**config.mk**
```make
export PLATFORM = sky130hd
export DESIGN_NAME = bpe_pretoken_chunk_splitter_flat
export DESIGN_NICKNAME = d
export VERILOG_FILES = /design/src/rtl/bpc_pkg.sv /design/src/rtl/bpc_if.sv /design/src/rtl/bpc_out_queue.sv /design/src/rtl/bpe_pretoken_chunk_splitter.sv /design/src/flat_wrapper.sv
export SDC_FILE = /design/constraint.sdc
export NUM_CORES = 1
export LEC_CHECK = 0
export CAP_MARGIN = 10
export CORE_AREA = 2 2 70 106
export CTS_CLUSTER_SIZE = 30
export DETAILED_ROUTE_END_ITERATION = 16
export DIE_AREA = 0 0 72 108
export DONT_BUFFER_PORTS = 1
export HOLD_SLACK_MARGIN = 0.1
export SYNTH_ARGS = -nofsm -noshare
export SYNTH_HDL_FRONTEND = slang
export SYNTH_SLANG_ARGS = --single-unit
```
**constraint.sdc**
```tcl
create_clock -name clk -period 3.3 [get_ports clk]
set_input_delay 0.33 -clock clk [delete_from_list [all_inputs] [get_ports clk]]
set_output_delay 0.33 -clock clk [all_outputs]
set_load 0.005 [all_outputs]
```
**src/rtl/bpc_pkg.sv**
```systemverilog
// Package for the BPE pre-token chunk splitter: chunk modes, word types,
// byte class helpers and the per-byte chunk decision function.
// No dependencies.
package bpc_pkg;

  typedef enum logic [3:0] {
    MODE_NONE       = 4'd0,
    MODE_LETTER     = 4'd1,
    MODE_DIGIT      = 4'd2,
    MODE_SPACE      = 4'd3,
    MODE_OTHER      = 4'd4,
    MODE_APOS_R     = 4'd5,
    MODE_APOS_V     = 4'd6,
    MODE_APOS_L     = 4'd7,
    MODE_CONTR_LAST = 4'd8
  } chunk_mode_t;

  localparam logic [7:0] CH_APOS  = 8'h27;
  localparam logic [7:0] CH_SPACE = 8'h20;
  localparam logic [7:0] CH_TAB   = 8'h09;
  localparam logic [7:0] CH_CR    = 8'h0D;
  localparam logic [7:0] CH_UC_A  = 8'h41;
  localparam logic [7:0] CH_UC_Z  = 8'h5A;
  localparam logic [7:0] CH_LC_A  = 8'h61;
  localparam logic [7:0] CH_LC_Z  = 8'h7A;
  localparam logic [7:0] CH_0     = 8'h30;
  localparam logic [7:0] CH_9     = 8'h39;
  localparam logic [7:0] CH_S     = 8'h73;
  localparam logic [7:0] CH_T     = 8'h74;
  localparam logic [7:0] CH_M     = 8'h6D;
  localparam logic [7:0] CH_D     = 8'h64;
  localparam logic [7:0] CH_R     = 8'h72;
  localparam logic [7:0] CH_V     = 8'h76;
  localparam logic [7:0] CH_L     = 8'h6C;
  localparam logic [7:0] CH_E     = 8'h65;
  localparam logic [7:0] CH_HIGH  = 8'h80;

  // One output word.
  typedef struct packed {
    logic [7:0] out_byte;
    logic       begins_chunk;
    logic       text_end;
  } out_word_t;

  // Pushes into the output queue for one accepted input word.
  typedef struct packed {
    logic [1:0] count;
    out_word_t  first;
    out_word_t  second;
  } push_t;

  // Chunk tracking state and the begin flag from one decision.
  typedef struct packed {
    logic        begins;
    chunk_mode_t mode;
    logic [1:0]  run_len;
  } decision_t;

  function automatic logic byte_is_alpha(input logic [7:0] c);
    byte_is_alpha = (c >= CH_UC_A && c <= CH_UC_Z) || (c >= CH_LC_A && c <= CH_LC_Z)
                 || (c >= CH_HIGH);
  endfunction

  function automatic logic byte_is_num(input logic [7:0] c);
    byte_is_num = (c >= CH_0 && c <= CH_9);
  endfunction

  function automatic logic is_ws(input logic [7:0] c);
    is_ws = (c == CH_SPACE) || (c >= CH_TAB && c <= CH_CR);
  endfunction

  // Open a new chunk at byte h with optional lookahead nx.
  function automatic decision_t open_chunk(input logic [7:0] h, input logic has_nx,
                                           input logic [7:0] nx);
    decision_t d;
    d.begins  = 1'b1;
    d.run_len = 2'd0;
    if (h == CH_APOS && has_nx) begin
      if (nx == CH_S || nx == CH_T || nx == CH_M || nx == CH_D) begin
        d.mode = MODE_CONTR_LAST;
      end else if (nx == CH_R) begin
        d.mode = MODE_APOS_R;
      end else if (nx == CH_V) begin
        d.mode = MODE_APOS_V;
      end else if (nx == CH_L) begin
        d.mode = MODE_APOS_L;
      end else begin
        d.mode = MODE_OTHER;
      end
    end else if (h == CH_SPACE && has_nx && byte_is_alpha(nx)) begin
      d.mode = MODE_LETTER;
    end else if (h == CH_SPACE && has_nx && byte_is_num(nx)) begin
      d.mode = MODE_DIGIT;
    end else if (byte_is_alpha(h)) begin
      d.mode = MODE_LETTER;
    end else if (byte_is_num(h)) begin
      d.mode    = MODE_DIGIT;
      d.run_len = 2'd1;
    end else if (is_ws(h)) begin
      d.mode = MODE_SPACE;
    end else begin
      d.mode = MODE_OTHER;
    end
    return d;
  endfunction

  // Decide whether h starts a chunk, given the open chunk state.
  function automatic decision_t decide(input chunk_mode_t mode, input logic [1:0] run_len,
                                       input logic [1:0] max_run, input logic [7:0] h,
                                       input logic has_nx, input logic [7:0] nx);
    decision_t d;
    logic      stay;
    d.begins  = 1'b0;
    d.mode    = mode;
    d.run_len = run_len;
    stay      = 1'b0;
    case (mode)
      MODE_LETTER: stay = byte_is_alpha(h);
      MODE_DIGIT: begin
        if (byte_is_num(h) && run_len < max_run) begin
          stay      = 1'b1;
          d.run_len = run_len + 2'd1;
        end
      end
      MODE_SPACE: stay = is_ws(h);
      MODE_OTHER: stay = !byte_is_alpha(h) && !byte_is_num(h) && !is_ws(h);
      MODE_CONTR_LAST: begin
        stay   = 1'b1;
        d.mode = MODE_NONE;
      end
      MODE_APOS_R, MODE_APOS_V: begin
        if (has_nx && nx == CH_E) begin
          stay   = 1'b1;
          d.mode = MODE_CONTR_LAST;
        end
      end
      MODE_APOS_L: begin
        if (has_nx && nx == CH_L) begin
          stay   = 1'b1;
          d.mode = MODE_CONTR_LAST;
        end
      end
      default: stay = 1'b0;
    endcase
    if (!stay) begin
      d = open_chunk(h, has_nx, nx);
    end
    return d;
  endfunction

endpackage

```
**src/rtl/bpc_if.sv**
```systemverilog
// Handshake channel interfaces for the BPE pre-token chunk splitter:
// the text byte input channel and the chunk-marked output channel.
// No dependencies.
interface bpc_in_if;
  logic       valid;
  logic       ready;
  logic [7:0] in_byte;
  logic       is_final;

  modport source (output valid, output in_byte, output is_final, input ready);
  modport sink (input valid, input in_byte, input is_final, output ready);
endinterface

interface bpc_out_if;
  logic       valid;
  logic       ready;
  logic [7:0] out_byte;
  logic       begins_chunk;
  logic       text_end;

  modport source (output valid, output out_byte, output begins_chunk, output text_end,
                  input ready);
  modport sink (input valid, input out_byte, input begins_chunk, input text_end,
                output ready);
endinterface

```
**src/rtl/bpc_out_queue.sv**
```systemverilog
// Three-word output queue of the chunk splitter; takes zero, one or two
// words per cycle and hands out one. Depends on bpc_pkg.
module bpc_out_queue
  import bpc_pkg::*;
(
  input  logic      clk,
  input  logic      rst,
  input  push_t     push,
  input  logic      pop,
  input  logic      one_word_max,
  output logic      has_room,
  output logic      head_valid,
  output out_word_t head
);

  localparam int Depth = 3;

  out_word_t  slots      [Depth];
  out_word_t  slots_next [Depth];
  logic [1:0] count;
  logic [1:0] count_next;
  logic [1:0] base;
  logic [1:0] base_up;

  assign head_valid = (count != 2'd0);
  assign head       = slots[0];
  // Room for two words keeps a final byte with a held byte from overflowing;
  // with one free slot, take a word that can push at most one.
  assign has_room   = (count <= 2'd1) || (count == 2'd2 && one_word_max);

  always_comb begin
    base       = count - {1'b0, pop};
    base_up    = base + 2'd1;
    count_next = base + push.count;
    for (int i = 0; i < Depth; i++) begin
      if (pop && i < Depth - 1) begin
        slots_next[i] = slots[i + 1];
      end else begin
        slots_next[i] = slots[i];
      end
    end
    if (push.count != 2'd0 && base < 2'(Depth)) begin
      slots_next[base] = push.first;
    end
    if (push.count == 2'd2 && base_up < 2'(Depth)) begin
      slots_next[base_up] = push.second;
    end
  end

  always_ff @(posedge clk) begin
    if (rst) begin
      count <= 2'd0;
    end else begin
      count <= count_next;
    end
    for (int i = 0; i < Depth; i++) begin
      slots[i] <= slots_next[i];
    end
  end

endmodule

```
**src/rtl/bpe_pretoken_chunk_splitter.sv**
```systemverilog
// Pre-token chunk splitter for byte-level BPE: holds one byte of lookahead,
// marks each chunk start and queues the marked bytes for the output channel.
// Depends on bpc_pkg, bpc_if and bpc_out_queue.
//
// Order: a byte is held until the next byte is accepted and then goes into
//   the output queue; a final byte goes into the queue when it is accepted,
//   behind the held byte when there is one.
// Throughput: one byte per cycle with no gap, also across text boundaries,
//   while the queue has room; the three-word queue absorbs the extra word of
//   a final byte, and input stalls only once the output has been held off.
// Reset: synchronous, clears the held byte, the chunk state and the queue.
module bpe_pretoken_chunk_splitter
  import bpc_pkg::*;
#(
  parameter int MAX_DIGIT_RUN = 3
) (
  input logic       clk,
  input logic       rst,
  bpc_in_if.sink    text_in,
  bpc_out_if.source chunk_out
);

  localparam logic [1:0] MaxRun = 2'(MAX_DIGIT_RUN);

  // Lookahead and chunk tracking state.
  logic        [7:0] held_byte;
  logic              held_valid;
  chunk_mode_t       chunk_mode;
  logic        [1:0] digit_run_length;

  logic              accept;
  logic              has_room;
  decision_t         held_dec;     // decision on the held byte, new byte as lookahead
  decision_t         mid_state;    // chunk state after the held byte
  decision_t         final_dec;    // decision on a final byte, no lookahead
  push_t             push;
  out_word_t         head;
  logic              head_valid;

  assign text_in.ready = has_room;
  assign accept        = text_in.valid && has_room;

  always_comb begin
    held_dec = decide(chunk_mode, digit_run_length, MaxRun, held_byte, 1'b1,
                      text_in.in_byte);
    // Advance the state past the held byte only when one is held.
    if (held_valid) begin
      mid_state = held_dec;
    end else begin
      mid_state.begins  = 1'b0;
      mid_state.mode    = chunk_mode;
      mid_state.run_len = digit_run_length;
    end
    final_dec = decide(mid_state.mode, mid_state.run_len, MaxRun, text_in.in_byte,
                       1'b0, 8'h00);
  end

  // Build up to two output words for this input word.
  always_comb begin
    out_word_t held_word;
    out_word_t fin_word;
    held_word.out_byte     = held_byte;
    held_word.begins_chunk = held_dec.begins;
    held_word.text_end     = 1'b0;
    fin_word.out_byte      = text_in.in_byte;
    fin_word.begins_chunk  = final_dec.begins;
    fin_word.text_end      = 1'b1;
    push.count  = 2'd0;
    push.first  = held_word;
    push.second = fin_word;
    if (accept) begin
      push.count = {1'b0, held_valid} + {1'b0, text_in.is_final};
      if (!held_valid) begin
        push.first = fin_word;
      end
    end
  end

  always_ff @(posedge clk) begin
    if (rst) begin
      held_byte        <= 8'h00;
      held_valid       <= 1'b0;
      chunk_mode       <= MODE_NONE;
      digit_run_length <= 2'd0;
    end else if (accept) begin
      if (text_in.is_final) begin
        // Flush: the next word begins a new text.
        held_byte        <= 8'h00;
        held_valid       <= 1'b0;
        chunk_mode       <= MODE_NONE;
        digit_run_length <= 2'd0;
      end else begin
        held_byte        <= text_in.in_byte;
        held_valid       <= 1'b1;
        chunk_mode       <= mid_state.mode;
        digit_run_length <= mid_state.run_len;
      end
    end
  end

  // With nothing held, the next input word pushes at most one word.
  bpc_out_queue u_queue (
    .clk          (clk),
    .rst          (rst),
    .push         (push),
    .pop          (chunk_out.valid && chunk_out.ready),
    .one_word_max (!held_valid),
    .has_room     (has_room),
    .head_valid   (head_valid),
    .head         (head)
  );

  assign chunk_out.valid        = head_valid;
  assign chunk_out.out_byte     = head.out_byte;
  assign chunk_out.begins_chunk = head.begins_chunk;
  assign chunk_out.text_end     = head.text_end;

endmodule

```
**src/flat_wrapper.sv**
```systemverilog
// flat-port wrapper written by rule: the top's interface ports become plain ports
module bpe_pretoken_chunk_splitter_flat import bpc_pkg::*;
#(
  parameter int MAX_DIGIT_RUN = 3
)
  (clk, rst, text_in_valid, text_in_in_byte, text_in_is_final, text_in_ready, chunk_out_valid, chunk_out_out_byte, chunk_out_begins_chunk, chunk_out_text_end, chunk_out_ready);
  bpc_in_if text_in_i ();
  bpc_out_if chunk_out_i ();
  input logic clk;
  input logic rst;
  input wire logic [$bits(text_in_i.valid)-1:0] text_in_valid;
  input wire logic [$bits(text_in_i.in_byte)-1:0] text_in_in_byte;
  input wire logic [$bits(text_in_i.is_final)-1:0] text_in_is_final;
  output wire logic [$bits(text_in_i.ready)-1:0] text_in_ready;
  output wire logic [$bits(chunk_out_i.valid)-1:0] chunk_out_valid;
  output wire logic [$bits(chunk_out_i.out_byte)-1:0] chunk_out_out_byte;
  output wire logic [$bits(chunk_out_i.begins_chunk)-1:0] chunk_out_begins_chunk;
  output wire logic [$bits(chunk_out_i.text_end)-1:0] chunk_out_text_end;
  input wire logic [$bits(chunk_out_i.ready)-1:0] chunk_out_ready;
  assign text_in_i.valid = text_in_valid;
  assign text_in_i.in_byte = text_in_in_byte;
  assign text_in_i.is_final = text_in_is_final;
  assign text_in_ready = text_in_i.ready;
  assign chunk_out_valid = chunk_out_i.valid;
  assign chunk_out_out_byte = chunk_out_i.out_byte;
  assign chunk_out_begins_chunk = chunk_out_i.begins_chunk;
  assign chunk_out_text_end = chunk_out_i.text_end;
  assign chunk_out_i.ready = chunk_out_ready;
  bpe_pretoken_chunk_splitter #(.MAX_DIGIT_RUN(MAX_DIGIT_RUN)) u_core (.clk(clk), .rst(rst), .text_in(text_in_i), .chunk_out(chunk_out_i));
endmodule
```
==> run_results.csv, run 1 <==
group,metric,value,unit
pwr,p_per_area,668.0,nW/um^2
die,fp.coreArea,6805,sq um
yosys,synth_nets,442,
yosys,synth_area,3015,sq um
yosys,ys_warn_count,0,
run,maxCapViolations,0,
final_layout,multiInputGateArea,1839,sq um
yosys,synth_flop_cell,"dfxtp_1",
sta,fmax,346.2,MHz
placed_design,dp.cells,469,
routing,remaining_drc_errors,0,
global_route,grt_max_degree,27,
critical_path,worstSetupStartpointType,"flip-flop",
cts,root_buffer,"clkbuf_8",
cts,clock_path_buffers,2,
final_layout,fillers,734,
die,die_h,108,um
yosys,avgSynthCellArea,7.095,sq um
hold_path,hold_start,"text_in_in_byte[7]",
sta,rsz0062_at_grt,"false",
global_route,grt_antenna_before_repair,0,
placed_design,portBuffers,0,
cts,htree_levels,2,
routing,totalWireLength,8126,um
sta,finClkSkew,0.003878,ns
routing,drt-wirelength-per-cell,17.00,um
hold_path,min_to,"u_core.u_queue.slots[0][29]$_DFF_P_",
pwr,p_sw_share,37.27,%
global_route,grt_usage,22.40,%
final_layout,regArea,940.9,sq um
die,dieArea,7776,sq um
yosys,ys_seq_elements,47,
final_layout,layout_common_cells,"64 x nand2_1, 50 x nor2_1, 47 x dfxtp_1, 45 x a21oi_1, 28 x o21ai_0",
final_layout,layout_commonest_cell,"nand2_1",
run_status,outcome,"finished, final reports clean",
pwr,p_seq_share,45.0,%
final_layout,finalNonFillerCells,478,
pwr,cellLeakagePower,1.177,nW
global_route,grt_pass1_vias,2648,
placed_design,gp_congestion,0.9171,
cts,cts_sinks,47,
yosys,async_flop_share,0,%
final_layout,insertedDiodeCount,0,
critical_path,r2r_end,"u_core.u_queue.slots[0][11]$_DFF_P_",
sta,setup-tns-final,0,ns
final_layout,area_growth_syn_to_layout,1.452,%
yosys,syn-instance-count,425,
critical_path,critPathKind,"flip-flop to flip-flop",
routing,drtIter0Drc,184,
cts,cts_tree,"yes",
sta,slew_violations,0,
die,die_w,72,um
pwr,ir_drop,251.7,uV
sta,hold_violations,0,
pwr,p_int,1.282,mW
sta,layout_min_cycle_time,2.888,ns
global_route,gr-total-overflow,0,
die,start_util,44.31,%
critical_path,r2r_setup_slack,0.41,ns
sta,max_slew_margin,52.50,%
die,ios,25,
pwr,switchingPower,0.7617,mW
sta,setup_violations,0,
final_layout,fin_area,3059,sq um
yosys,ys_types,57,
yosys,synth_edf_count,0,
cts,insertion_delay,0.31,ns
hold_path,hp-class,"primary input to flip-flop",
cts,cts.repair.resized,0,
placed_design,hpwl,5833,um
pwr,comb_power_share,37.8,%
routing,num_vias,2860,
critical_path,cp.arrival,3.08,ns
routing,routed_via_density,5.983,
critical_path,end_kind,"flip-flop",
sta,period_share,87.53,%
pwr,total_power,2.044,mW
sta,worstMarginPinSlew,0.7102,ns
critical_path,required,3.49,ns
placed_design,dpl-instance-area,2964,sq um
global_route,grt_pass1_wl,13720,um
cts,cts_made_buffers,5,
critical_path,crit_path_max_fanout,9,
cts,cts.clk_slew.worst_paths,0.09,ns
routing,drtPass1Iterations,5,
final_layout,drive_above_1_share,6.500,%
routing,ant_nets,0,
final_layout,final_nets,416,
yosys,seq_area_frac_synth,31.20,%
pwr,p_clk_share,17.2,%
critical_path,reg2reg_depth,9,
die,rows,37,
critical_path,r2r-start,"u_core.held_byte[2]$_SDFFE_PP0P_",
sta,holdWs,0.1694,ns
hold_path,hold_path_depth,2,
[Yosys cell counts, types with 2 or more instances]
library cell | count | area (sq um)
nor4b_1 | 3 | 26.28
nand4_1 | 2 | 12.51
buf_4 | 9 | 67.56
a21oi_1 | 45 | 225.2
nand3_1 | 26 | 130.1
inv_1 | 8 | 30.03
o22ai_1 | 9 | 56.30
o211ai_1 | 5 | 37.54
a32oi_1 | 2 | 17.52
ha_1 | 4 | 50.05
a211oi_1 | 2 | 15.01
clkbuf_1 | 26 | 97.59
and2_1 | 2 | 12.51
nand2_1 | 64 | 240.2
nor2_1 | 50 | 187.7
a211o_1 | 2 | 17.52
buf_2 | 5 | 25.02
nand4b_1 | 2 | 17.52
a22oi_1 | 2 | 15.01
xnor2_1 | 3 | 26.28
or3_1 | 7 | 43.79
nand2b_1 | 9 | 56.30
o21ai_0 | 28 | 140.1
o21a_1 | 2 | 15.01
a31oi_1 | 5 | 31.28
o2111ai_1 | 2 | 17.52
and4_1 | 2 | 17.52
dfxtp_1 | 47 | 940.9
nor2b_1 | 4 | 25.02
nor3_1 | 7 | 35.03
nor3b_1 | 8 | 60.06
nand3b_1 | 5 | 37.54
or2_2 | 4 | 25.02
[critical path, stage by stage (launching register included)]
cell,delay (ns)
dfxtp_1,0.61
o21ai_0,0.20
and4b_1,0.27
a211oi_1,0.31
and3_4,0.24
nand2_1,0.18
o311ai_0,0.51
o2111ai_1,0.19
o211ai_2,0.13
a32oi_1,0.12
[stage by stage]
| stage | utilization, % | worst slack (ns) |
|---|---|---|
| after global placement | 43.56 | 0.4387 |
| after global routing | 44.95 | 0.2408 |
| after CTS | 44.95 | 0.3959 |
| final | 44.95 | 0.4115 |
| after detailed placement | 43.56 | 0.4156 |
| after floorplan | - | 0.5101 |
[registers in the layout (all words and copies together), names as in the netlist]
register and flops:
u_core.held_valid 1, u_core.u_queue.count 2, u_core.u_queue.slots 30, u_core.held_byte 8, u_core.chunk_mode 4, u_core.digit_run_length 2
[worst max-delay path by stage]
| stage | start | to | slack, ns | cells past startpoint |
|---|---|---|---|---|
| after floorplan | u_core.u_queue.count[1]$_SDFF_PP0_ | u_core.u_queue.slots[0][20]$_DFF_P_ | 0.51 | 11 |
| after global placement | u_core.held_byte[3]$_SDFFE_PP0P_ | u_core.u_queue.slots[0][21]$_DFF_P_ | 0.44 | 9 |
| after detailed placement | u_core.held_byte[3]$_SDFFE_PP0P_ | u_core.u_queue.slots[0][11]$_DFF_P_ | 0.42 | 9 |
| after CTS | u_core.held_byte[3]$_SDFFE_PP0P_ | u_core.u_queue.slots[0][11]$_DFF_P_ | 0.40 | 9 |
| after global routing | u_core.held_byte[3]$_SDFFE_PP0P_ | u_core.u_queue.slots[0][11]$_DFF_P_ | 0.24 | 9 |
| final | u_core.held_byte[2]$_SDFFE_PP0P_ | u_core.u_queue.slots[0][11]$_DFF_P_ | 0.41 | 9 |
[power by group through the flow]
stage / Sequential, mW / Clock [mW] / Combinational, mW
2_1_floorplan: 0.879 / 0 / 0.731
3_3_place_gp: 0.926 / 0 / 0.747
3_5_place_dp: 0.934 / 0 / 0.761
4_1_cts: 0.920 / 0.362 / 0.768
5_1_grt: 0.950 / 0.385 / 0.899
6_report: 0.919 / 0.352 / 0.773
[routing by layer]
layer | part of all wire (%) | GRT usage [%] | up-vias | wire length, um
met1 | 43 | 27.54 | 1329 | 3471
met5 | 0 | 0 | - | 0
met2 | 51 | 38.23 | 88 | 4110
met4 | 2.2 | 9.434 | 0 | 181
met3 | 4.5 | 3.728 | 13 | 363
li1 | - | - | 1430 | -
[logic make-up (layout without fill, tap and decap cells)]
family	after synthesis	in the layout	synth area share [%]
adders and majority gates	4	4	1.660
muxes	2	2	0.8297
DFF	47	47	31.20
AOI/OAI and AO/OA	115	115	23.98
buffers and inverters	50	25	7.800
and+or+nand+nor	203	203	33.36
xor gates and xnor gates	4	4	1.162
[final cells by class]
cell class | count | area share [%]
clock inverter | 2 | 0.4090
multi-input combinational | 328 | 60.12
inverter | 9 | 1.104
tap | 78 | 3.190
sequential | 47 | 30.76
timing repair buffer | 8 | 2.045
clock buffer | 6 | 2.372
[repair_timing]
action | CTS | global route
hold buffers | 1 | 0
endpoints found under the hold margin | 17 | 0
buffers inserted | 0 | 0
No activity file was read; power rests on OpenSTA's default activity.
==> run 2: changes to the inputs <==
--- a/config.mk
+++ b/config.mk
@@ -5,11 +5,12 @@
 export SDC_FILE = /design/constraint.sdc
 export NUM_CORES = 1
 export LEC_CHECK = 0
+export ABC_AREA = 1
 export CAP_MARGIN = 10
-export CORE_AREA = 2 2 70 106
+export CORE_AREA = 2 2 72 108
 export CTS_CLUSTER_SIZE = 30
 export DETAILED_ROUTE_END_ITERATION = 16
-export DIE_AREA = 0 0 72 108
+export DIE_AREA = 0 0 74 110
 export DONT_BUFFER_PORTS = 1
 export HOLD_SLACK_MARGIN = 0.1
 export SYNTH_ARGS = -nofsm -noshare
==> run 2 against run 1 <==
Non-clock buffer count shrank 3. Sequential power decreased by 2.7%. Clock-buffer cell count stayed put. Hold slack got worse by 0.0078 ns. Critical endpoint is now u_core.u_queue.slots[0][4]$_DFF_P_.
==> run_results.csv, run 2 <==
group,metric,value,unit
yosys,synth_flop_cell,"dfxtp_1",
critical_path,worstSetupStartpointType,"flip-flop",
routing,ant_nets,0,
global_route,grt_pass1_vias,2933,
critical_path,reg2reg_depth,13,
hold_path,hp-class,"primary input to flip-flop",
critical_path,critPathSlowestCell,"dfxtp_1",
routing,remaining_drc_errors,0,
sta,slew_violations,0,
cts,root_buffer,"clkbuf_8",
yosys,synth_area,3123,sq um
cts,post-cts-setup-buffers,0,
sta,setup_violations,0,
die,fp.coreArea,7179,sq um
die,die_h,110,um
critical_path,slowest_delay,0.33,ns
run,maxCapViolations,0,
die,die_w,74,um
global_route,grt_pass1_wl,13630,um
die,start_util,43.50,%
placed_design,hpwl,6468,um
hold_path,hold_path_depth,2,
yosys,syn-instance-count,487,
hold_path,hold_start,"text_in_in_byte[7]",
critical_path,cp_cell_sequence,"or2_2 > nand2_1 > inv_1 > ha_1 > or2_2 > nand2_1 > nor2_1 > nor4_2 > nand2_1 > clkinv_1 > a31oi_1 > o21ai_0 > o21ai_0",
cts,cts.repair.resized,0,
yosys,avgSynthCellArea,6.413,sq um
yosys,ys_warn_count,0,
sta,layout_min_cycle_time,2.815,ns
cts,cts_sinks,47,
final_layout,finalNonFillerCells,575,
final_layout,top_regs,"u_core.u_queue.slots (30), u_core.held_byte (8), u_core.chunk_mode (4)",
yosys,seq_area_frac_synth,30.13,%
cts,clock_path_buffers,2,
critical_path,r2r-start,"u_core.u_queue.count[0]$_SDFF_PP0_",
cts,postCtsHoldBufs,1,
final_layout,drive_above_1_share,11.58,%
hold_path,min_to,"u_core.held_byte[7]$_SDFFE_PP0P_",
die,rows,38,
sta,rsz0062_at_grt,"false",
final_layout,final_nets,491,
sta,worstMarginPinSlew,0.8180,ns
routing,drtIter0Drc,167,
cts,htree_levels,2,
routing,routed_via_density,5.311,
yosys,ys_seq_elements,47,
critical_path,r2r_setup_slack,0.48,ns
pwr,ir_drop,237.9,uV
routing,drtPass1Iterations,4,
pwr,total_power,2.207,mW
critical_path,crit_path_max_fanout,13,
placed_design,post-place-ws,0.4648,ns
critical_path,cp.arrival,3.01,ns
yosys,ys_types,34,
yosys,synth_edf_count,0,
pwr,p_per_area,670.8,nW/um^2
sta,setup-tns-final,0,ns
routing,totalWireLength,8283,um
critical_path,end_kind,"flip-flop",
die,ios,25,
cts,cts_tree,"yes",
final_layout,layout_commonest_cell,"nand2_1",
sta,hold_violations,0,
global_route,grt_max_degree,29,
placed_design,portBuffers,0,
placed_design,dp.cells,566,
sta,final_critical_path_setup_slack,0.4849,ns
die,dieArea,8140,sq um
final_layout,multiInputGateArea,1823,sq um
yosys,synth.most_common_cell,"nand2_1",
placed_design,gp_congestion,0.8821,
yosys,synth_area_leaders,"dfxtp_1 30%, nand2_1 15%, o21ai_0 8.0%",
final_layout,largest_reg_flops,30,
run_status,outcome,"finished, final reports clean",
cts,cts.clk_slew.worst_paths,0.09,ns
yosys,synth_top_cell_area_share,30.13,%
global_route,grt_antenna_before_repair,0,
cts,cts_made_buffers,5,
final_layout,insertedDiodeCount,0,
critical_path,critPathKind,"flip-flop to flip-flop",
sta,max_slew_margin,45.26,%
critical_path,cpMostUsedCell,"nand2_1",
sta,period_share,85.30,%
final_layout,area_growth_syn_to_layout,5.328,%
critical_path,r2r_end,"u_core.u_queue.slots[0][4]$_DFF_P_",
sta,finClkSkew,0.004548,ns
yosys,async_flop_share,0,%
final_layout,layout_common_cells,"126 x nand2_1, 51 x inv_1, 50 x o21ai_0, 47 x dfxtp_1, 40 x a21oi_1",
final_layout,fillers,735,
pwr,cellLeakagePower,1.470,nW
routing,num_vias,3054,
critical_path,worst-path-buf-inv,2,
yosys,synth_nets,504,
critical_path,cpLargestDelayFamily,"simple AND/OR/NAND/NOR gates",
routing,drt-wirelength-per-cell,14.41,um
final_layout,regMostFlops,"u_core.u_queue.slots",
yosys,synth_area_leader_cell,"dfxtp_1",
final_layout,regArea,940.9,sq um
cts,insertion_delay,0.30,ns
sta,holdWs,0.1616,ns
global_route,gr-total-overflow,0,
yosys,synth_commonest_cells,"126 x nand2_1, 51 x inv_1, 50 x o21ai_0",
critical_path,required,3.49,ns
sta,fmax,355.2,MHz
global_route,grt_usage,21.50,%
run 2: worst max-delay path by stage:
stage	start	end	cells after the start
2_1_floorplan	u_core.u_queue.count[0]$_SDFF_PP0_	u_core.u_queue.slots[0][19]$_DFF_P_	13
3_3_place_gp	u_core.u_queue.count[0]$_SDFF_PP0_	u_core.u_queue.slots[0][3]$_DFF_P_	13
3_5_place_dp	u_core.u_queue.count[1]$_SDFF_PP0_	u_core.u_queue.slots[0][4]$_DFF_P_	13
4_1_cts	u_core.u_queue.count[1]$_SDFF_PP0_	u_core.u_queue.slots[0][4]$_DFF_P_	13
5_1_grt	u_core.u_queue.count[0]$_SDFF_PP0_	u_core.u_queue.slots[0][5]$_DFF_P_	13
6_report	u_core.u_queue.count[0]$_SDFF_PP0_	u_core.u_queue.slots[0][4]$_DFF_P_	13
run 2: worst register-to-register path, stage by stage (launching register included):
cell,delay (ns)
dfxtp_1,0.33
or2_2,0.32
nand2_1,0.08
inv_1,0.18
ha_1,0.26
or2_2,0.29
nand2_1,0.12
nor2_1,0.08
nor4_2,0.22
nand2_1,0.28
clkinv_1,0.25
a31oi_1,0.07
o21ai_0,0.12
o21ai_0,0.11
run 2: layer usage:
| metal | up-vias | track usage (%) | wire, um |
|---|---|---|---|
| li1 | 1579 | - | - |
| met1 | 1417 | 22.68 | 3325 |
| met2 | 46 | 40.69 | 4503 |
| met3 | 12 | 3.636 | 255 |
| met4 | 0 | 9.221 | 198 |
| met5 | - | 0 | 0 |
run 2: area by class of cell:
class,instances,area share [%]
repair buffers,5,1.217
clock buffers,6,2.206
inverters,60,6.923
clock inverters,2,1.826
multi-input cells,355,55.42
flip-flops and latches,47,28.60
well taps,100,3.804
run 2: per-stage QoR:
stage	util, %	instance area (sq um)
floorplan	-	3123
global placement	43.83	3147
detailed placement	43.83	3147
CTS	45.82	3289
global route	45.82	3289
finish	45.82	3289
run 2: kinds of logic after synthesis:
kind of cell / after synthesis / share of synthesized area [%]
simple gates: 220 / 32.97
compound gates: 128 / 22.96
buf+inv: 85 / 11.50
flops: 47 / 30.13
fa+ha+maj: 4 / 1.603
xor+xnor: 3 / 0.8415
run 2: power by group:
group	switching [mW]	total (mW)	internal, mW
sequential	0.113	0.894	0.780
combinational	0.473	0.807	0.334
clock	0.203	0.506	0.303
total	0.789	2.21	1.42
